===== src/hw/rtl/gaussian_5x5_smoothing_macros.svh =====
// Assertion macros shared by the Gaussian smoothing RTL.
`ifndef GAUSSIAN_5X5_SMOOTHING_MACROS_SVH
`define GAUSSIAN_5X5_SMOOTHING_MACROS_SVH

`ifndef SYNTHESIS
// Same-cycle implication, checked on every clock edge outside reset.
`define GS5_ASSERT_IMP(lbl, ante, cons) \
  lbl: assert property (@(posedge clk) disable iff (!rst_n) (ante) |-> (cons)) \
    else $error("gs5 same-cycle check failed");
// Next-cycle implication.
`define GS5_ASSERT_NXT(lbl, ante, cons) \
  lbl: assert property (@(posedge clk) disable iff (!rst_n) (ante) |=> (cons)) \
    else $error("gs5 next-cycle check failed");
`else
`define GS5_ASSERT_IMP(lbl, ante, cons)
`define GS5_ASSERT_NXT(lbl, ante, cons)
`endif

`endif


===== src/hw/rtl/gs5_pkg.sv =====
// Types, constants and kernel table for the 5x5 Gaussian smoothing block.
`default_nettype none
package gs5_pkg;

  localparam int GS5_MAX_WIDTH  = 2048;
  localparam int GS5_MAX_HEIGHT = 4096;
  localparam int KSIZE          = 5;

  localparam int PIXEL_W  = 8;
  localparam int SMOOTH_W = 16;
  localparam int CROW_W   = 12;
  localparam int CCOL_W   = 11;
  localparam int CFG_WIDTH_W  = 12;
  localparam int CFG_HEIGHT_W = 13;
  localparam int APB_DATA_W   = 32;
  localparam int APB_ADDR_W   = 3;

  localparam int MIN_DIM       = 5;
  localparam int WIDTH_RESET   = 640;
  localparam int HEIGHT_RESET  = 480;

  // Row sums reach 49*255, the full sum 159*255.
  localparam int RS_W     = 14;
  localparam int SUM_W    = 16;
  localparam int SUM_MAX  = 159 * 255;
  localparam int SMOOTH_MAX = 65280;

  // floor((512*S + 159) / 318) equals floor((256*S + 79) / 159). The numerator is
  // then {S, 79} and the division is a multiply by ceil(2^32 / 159) and a shift.
  localparam int NUM_W       = SUM_W + 8;
  localparam logic [7:0] ROUND_LSB = 8'd79;
  localparam int RECIP_W     = 25;
  localparam logic [RECIP_W-1:0] RECIP = 25'd27012373;
  localparam int RECIP_SHIFT = 32;
  localparam int PROD_W      = NUM_W + RECIP_W;

  typedef enum logic {
    REG_IMAGE_WIDTH  = 1'b0,
    REG_IMAGE_HEIGHT = 1'b1
  } reg_idx_t;

  typedef logic [PIXEL_W-1:0] pix_t;
  // Row 0 is the oldest row, column 0 the leftmost column.
  typedef logic [KSIZE-1:0][KSIZE-1:0][PIXEL_W-1:0] win_t;

  typedef struct packed {
    logic              last;
    logic [CCOL_W-1:0] ccol;
    logic [CROW_W-1:0] crow;
  } meta_t;

  typedef logic [KSIZE-1:0][KSIZE-1:0][3:0] kern_t;
  localparam kern_t KERNEL = '{
    '{4'd2, 4'd4, 4'd5,  4'd4, 4'd2},
    '{4'd4, 4'd9, 4'd12, 4'd9, 4'd4},
    '{4'd5, 4'd12, 4'd15, 4'd12, 4'd5},
    '{4'd4, 4'd9, 4'd12, 4'd9, 4'd4},
    '{4'd2, 4'd4, 4'd5,  4'd4, 4'd2}
  };

endpackage
`default_nettype wire


===== src/hw/rtl/gs5_kernel.sv =====
// Weighted 5x5 sum and rounded division by 159 over three pipeline stages.
`default_nettype none
`include "gaussian_5x5_smoothing_macros.svh"
module gs5_kernel
  import gs5_pkg::*;
(
  input  wire logic                clk,
  input  wire logic                rst_n,
  input  wire logic                en,
  input  wire logic                in_valid,
  input  wire win_t                in_win,
  input  wire meta_t               in_meta,
  output logic                     out_valid,
  output logic [SMOOTH_W-1:0]      out_smoothed,
  output meta_t                    out_meta
);

  logic [RS_W-1:0]   rs_nxt [KSIZE];
  logic [RS_W-1:0]   rs3_r  [KSIZE];
  logic              v3_r;
  meta_t             m3_r;
  logic [SUM_W-1:0]  sum_nxt;
  logic [SUM_W-1:0]  sum4_r;
  logic              v4_r;
  meta_t             m4_r;
  logic [NUM_W-1:0]  num4;
  logic [PROD_W-1:0] prod_nxt;
  logic [PROD_W-1:0] prod5_r;
  logic              v5_r;
  meta_t             m5_r;

  // Constant weights, so each product is a few shifted adds.
  always_comb begin
    for (int i = 0; i < KSIZE; i++) begin
      rs_nxt[i] = '0;
      for (int j = 0; j < KSIZE; j++) begin
        rs_nxt[i] = rs_nxt[i] + RS_W'(KERNEL[i][j]) * RS_W'(in_win[i][j]);
      end
    end
  end

  always_comb begin
    sum_nxt = '0;
    for (int i = 0; i < KSIZE; i++) begin
      sum_nxt = sum_nxt + SUM_W'(rs3_r[i]);
    end
  end

  assign num4     = {sum4_r, ROUND_LSB};
  assign prod_nxt = PROD_W'(num4) * PROD_W'(RECIP);

  always_ff @(posedge clk) begin
    if (!rst_n) begin
      v3_r <= 1'b0;
      v4_r <= 1'b0;
      v5_r <= 1'b0;
    end else if (en) begin
      v3_r <= in_valid;
      v4_r <= v3_r;
      v5_r <= v4_r;
    end
  end

  always_ff @(posedge clk) begin
    if (en) begin
      if (in_valid) begin
        rs3_r <= rs_nxt;
        m3_r  <= in_meta;
      end
      if (v3_r) begin
        sum4_r <= sum_nxt;
        m4_r   <= m3_r;
      end
      if (v4_r) begin
        prod5_r <= prod_nxt;
        m5_r    <= m4_r;
      end
    end
  end

  assign out_valid    = v5_r;
  assign out_smoothed = prod5_r[RECIP_SHIFT +: SMOOTH_W];
  assign out_meta     = m5_r;

  `GS5_ASSERT_IMP(a_sum_range, v4_r, sum4_r <= SUM_W'(SUM_MAX))
  `GS5_ASSERT_IMP(a_result_range, v5_r, out_smoothed <= SMOOTH_W'(SMOOTH_MAX))
  `GS5_ASSERT_NXT(a_stage_flow, en && v4_r, v5_r)

endmodule
`default_nettype wire


===== config.mk =====
export PLATFORM = sky130hd
export DESIGN_NAME = gs5_kernel
export DESIGN_NICKNAME = d
export VERILOG_FILES = /design/src/hw/rtl/gs5_pkg.sv /design/src/hw/rtl/gs5_kernel.sv
export VERILOG_INCLUDE_DIRS = /design/src /design/src/hw/rtl
export SDC_FILE = /design/constraint.sdc
export NUM_CORES = 1
export LEC_CHECK = 0
export BUFFER_PORTS_ARGS = -buffer_cell sky130_fd_sc_hd__buf_2
export CAP_MARGIN = 20
export CORE_MARGIN = 2
export CORE_UTILIZATION = 24
export DETAILED_ROUTE_END_ITERATION = 8
export GPL_TIMING_DRIVEN = 0
export SYNTH_ARGS = -nofsm -noshare
export SYNTH_HDL_FRONTEND = slang
export SYNTH_SLANG_ARGS = --single-unit
export TNS_END_PERCENT = 5

===== constraint.sdc =====
create_clock -name clk -period 9.6 [get_ports clk]
set_input_delay 0.48 -clock clk [delete_from_list [all_inputs] [get_ports clk]]
set_output_delay 0.48 -clock clk [all_outputs]
set_load 0.1 [all_outputs]

==> metrics.yaml <==
status: "finished, final reports clean"
dieArea_mm2: 0.0994
max_freq_ghz: 0.155
fp-row-count: 114
startpoint_type: "register"
fillerInstances: 10018
core-area_mm2: 0.0963
finalNetCount: 3337
setup_viol: 0
route.detailed.drc: 0
die_x_um: 315
path_cells: "inv_1, ha_1, fa_1, inv_1, fa_1, fa_1, inv_1, fa_1, fa_1, fa_1, inv_1, ha_1, and4_1, and3_1, o2111ai_1, nand3_1, o2111ai_2, a31oi_2, a31o_1, xor2_1"
wl_per_cell_um: 14.2
wl_um: 51300
via_count: 14125
die_h_um: 315
async_flop_share_pct: 0
min_period_over_period_pct: 67.4
cpPeakStageDelay_ns: 0.68
synth.ff_latch_count: 175
gp_congestion: 0.858
end_kind: "register"
numCtsBuffers: 17
postCtsSetupBuffers: 0
finalCriticalPeriod_ns: 6.47
rsz0062_at_grt: "false"
clock-root-buffer: "clkbuf_16"
clock_latency_ns: 0.46
synth_top_area_cell: "fa_1"
avgSynthCellArea_um2: 11.5
slew_viol_final: 0
grt_pass1_wl_um: 81600
ctsHoldBuffers: 0
maxSlewHeadroom_pct: 58.0
htree_levels: 4
tns_ns: 0
critical_path.top_delay_family: "adder cells"
cts_resized: 0
grt_max_degree: 69
yosysUniqueCellTypes: 60
worstPathBufferInverterCount: 4
whs_path_depth: 1
antenna_found_initial: 8
synth_top_cell_area_share_pct: 31.3
arrival_ns: 6.67
worstSetupPathType: "register to register"
max_cap_viol_count: 0
seq_area_frac_synth_pct: 22.5
crit_path_frequent_cell: "fa_1"
overflow: 0
rr_worst_depth: 20
worstSetupPathDepth: 20
synthCells: 2018
grt_util_all_layers_pct: 10.7
tightest_slew_ns: 0.622
ctsLongestPathBuffers: 2
cts_tree: "done"
yosys.area_share.adder_pct: 54.9
syn_area_mm2: 0.0232
synth_most_common_cell: "inv_1"
drt-initial-drc-count: 432
synth_area_leaders: "fa_1 31%, ha_1 24%, edfxtp_1 22%"
cp_slowest_cell: "edfxtp_1"
first_pass_iters: 4
synth.area.mux_share_pct: 0.0861
ios: 269
port_buffers: 268
grt_pass1_vias: 15466
synth-edff-count: 172
antenna_left: 0
synth_compound_area_share_pct: 6.63
cts.sinks: 175
synthesis.nets: 3047
synth_top_family_by_area: "adder cells"
hold_viol: 0
synth_xor_area_share_pct: 3.65
synth-simple-area-share_pct: 3.51
start_util_pct: 24.1
via_per_inst: 3.92
clk_pin_slew_ns: 0.08
synth_commonest_cells: "541 x inv_1, 437 x ha_1, 364 x fa_1, 172 x edfxtp_1, 85 x a21oi_1"
hp-class: "input port to register"
syn2layout_area_growth_pct: 15.6
layout-drive-gt1-share_pct: 14.1
hpwl_um: 46500
crit_fanout: 9
ys.flop_type: "edfxtp_1"
critPathRequiredTime_ns: 9.80
yosysWarnings: 0
skew_ns: 0.0107
[final timing paths]
kind / from / endpoint / slack [ns]
max: sum4_r[5] / prod5_r[42] / 3.13
min: in_meta[16] / m3_r[16] / 0.20
max reg2reg: sum4_r[5] / prod5_r[42] / 3.13
min reg2reg: m4_r[13] / out_meta[13] / 0.41
[cell type report]
cell class,count,area [um2],area share [%]
Inverter,541,2030,7.56
Clock buffer,17,425,1.58
Timing Repair Buffer,271,1410,5.24
Tap cell,1276,1600,5.94
Antenna cell,3,7.51,0.0279
Clock inverter,15,183,0.680
Buffer,1,7.51,0.0279
Multi-Input combinational cell,1301,16000,59.5
Sequential cell,175,5230,19.4
[cell usage in the layout (no fill, tap or decap), drive strengths merged, types with 34 or more instances in the layout]
master / count
inv: 550
ha: 437
fa: 364
buf: 272
edfxtp: 172
a21oi: 86
xnor2: 63
a21o: 44
nand2: 42
nor2: 40
o21ai: 37
xor2: 34
[metal layers]
| layer | share of wire [%] | GRT usage, % | up-vias | routed length (um) |
|---|---|---|---|---|
| li1 | - | - | 7065 | - |
| met1 | 42 | 12.5 | 6878 | 21300 |
| met2 | 55 | 20.7 | 145 | 28200 |
| met3 | 2.1 | 1.12 | 33 | 1090 |
| met4 | 1.3 | 2.48 | 4 | 665 |
| met5 | 0.043 | 0 | - | 22 |
[logic make-up after synthesis]
group                    count (synthesis)
flip-flops                             175
XOR/XNOR                                97
multiplexers                             2
buffers and inverters                  542
AND/OR/NAND/NOR                        164
AO/OA/AOI/OAI                          237
adder cells (fa/ha/maj)                801
[stage by stage]
step           hold WS, ns  utilization (%)  instance area, um2  cells  setup slack, ns
2_1_floorplan        0.400                -               23200   2018             3.76
3_3_place_gp         0.401             27.2               26200   3562             3.10
3_5_place_dp         0.405             27.3               26300   3565             3.08
4_1_cts              0.174             27.9               26900   3597             3.08
5_1_grt              0.177             27.9               26900   3599             2.86
6_report             0.197             27.9               26900   3600             3.13
[sequential cells by signal, indices dropped and copies added, names as in the netlist]
register,count
m3_r,24
rs3_r,68
m4_r,24
sum4_r,16
v4_r,1
v3_r,1
out_meta,24
prod5_r,16
out_valid,1
Power is left out: the tool's default activity adds up to more than one toggle a clock period on the data nets, which glitch-free logic cannot reach.
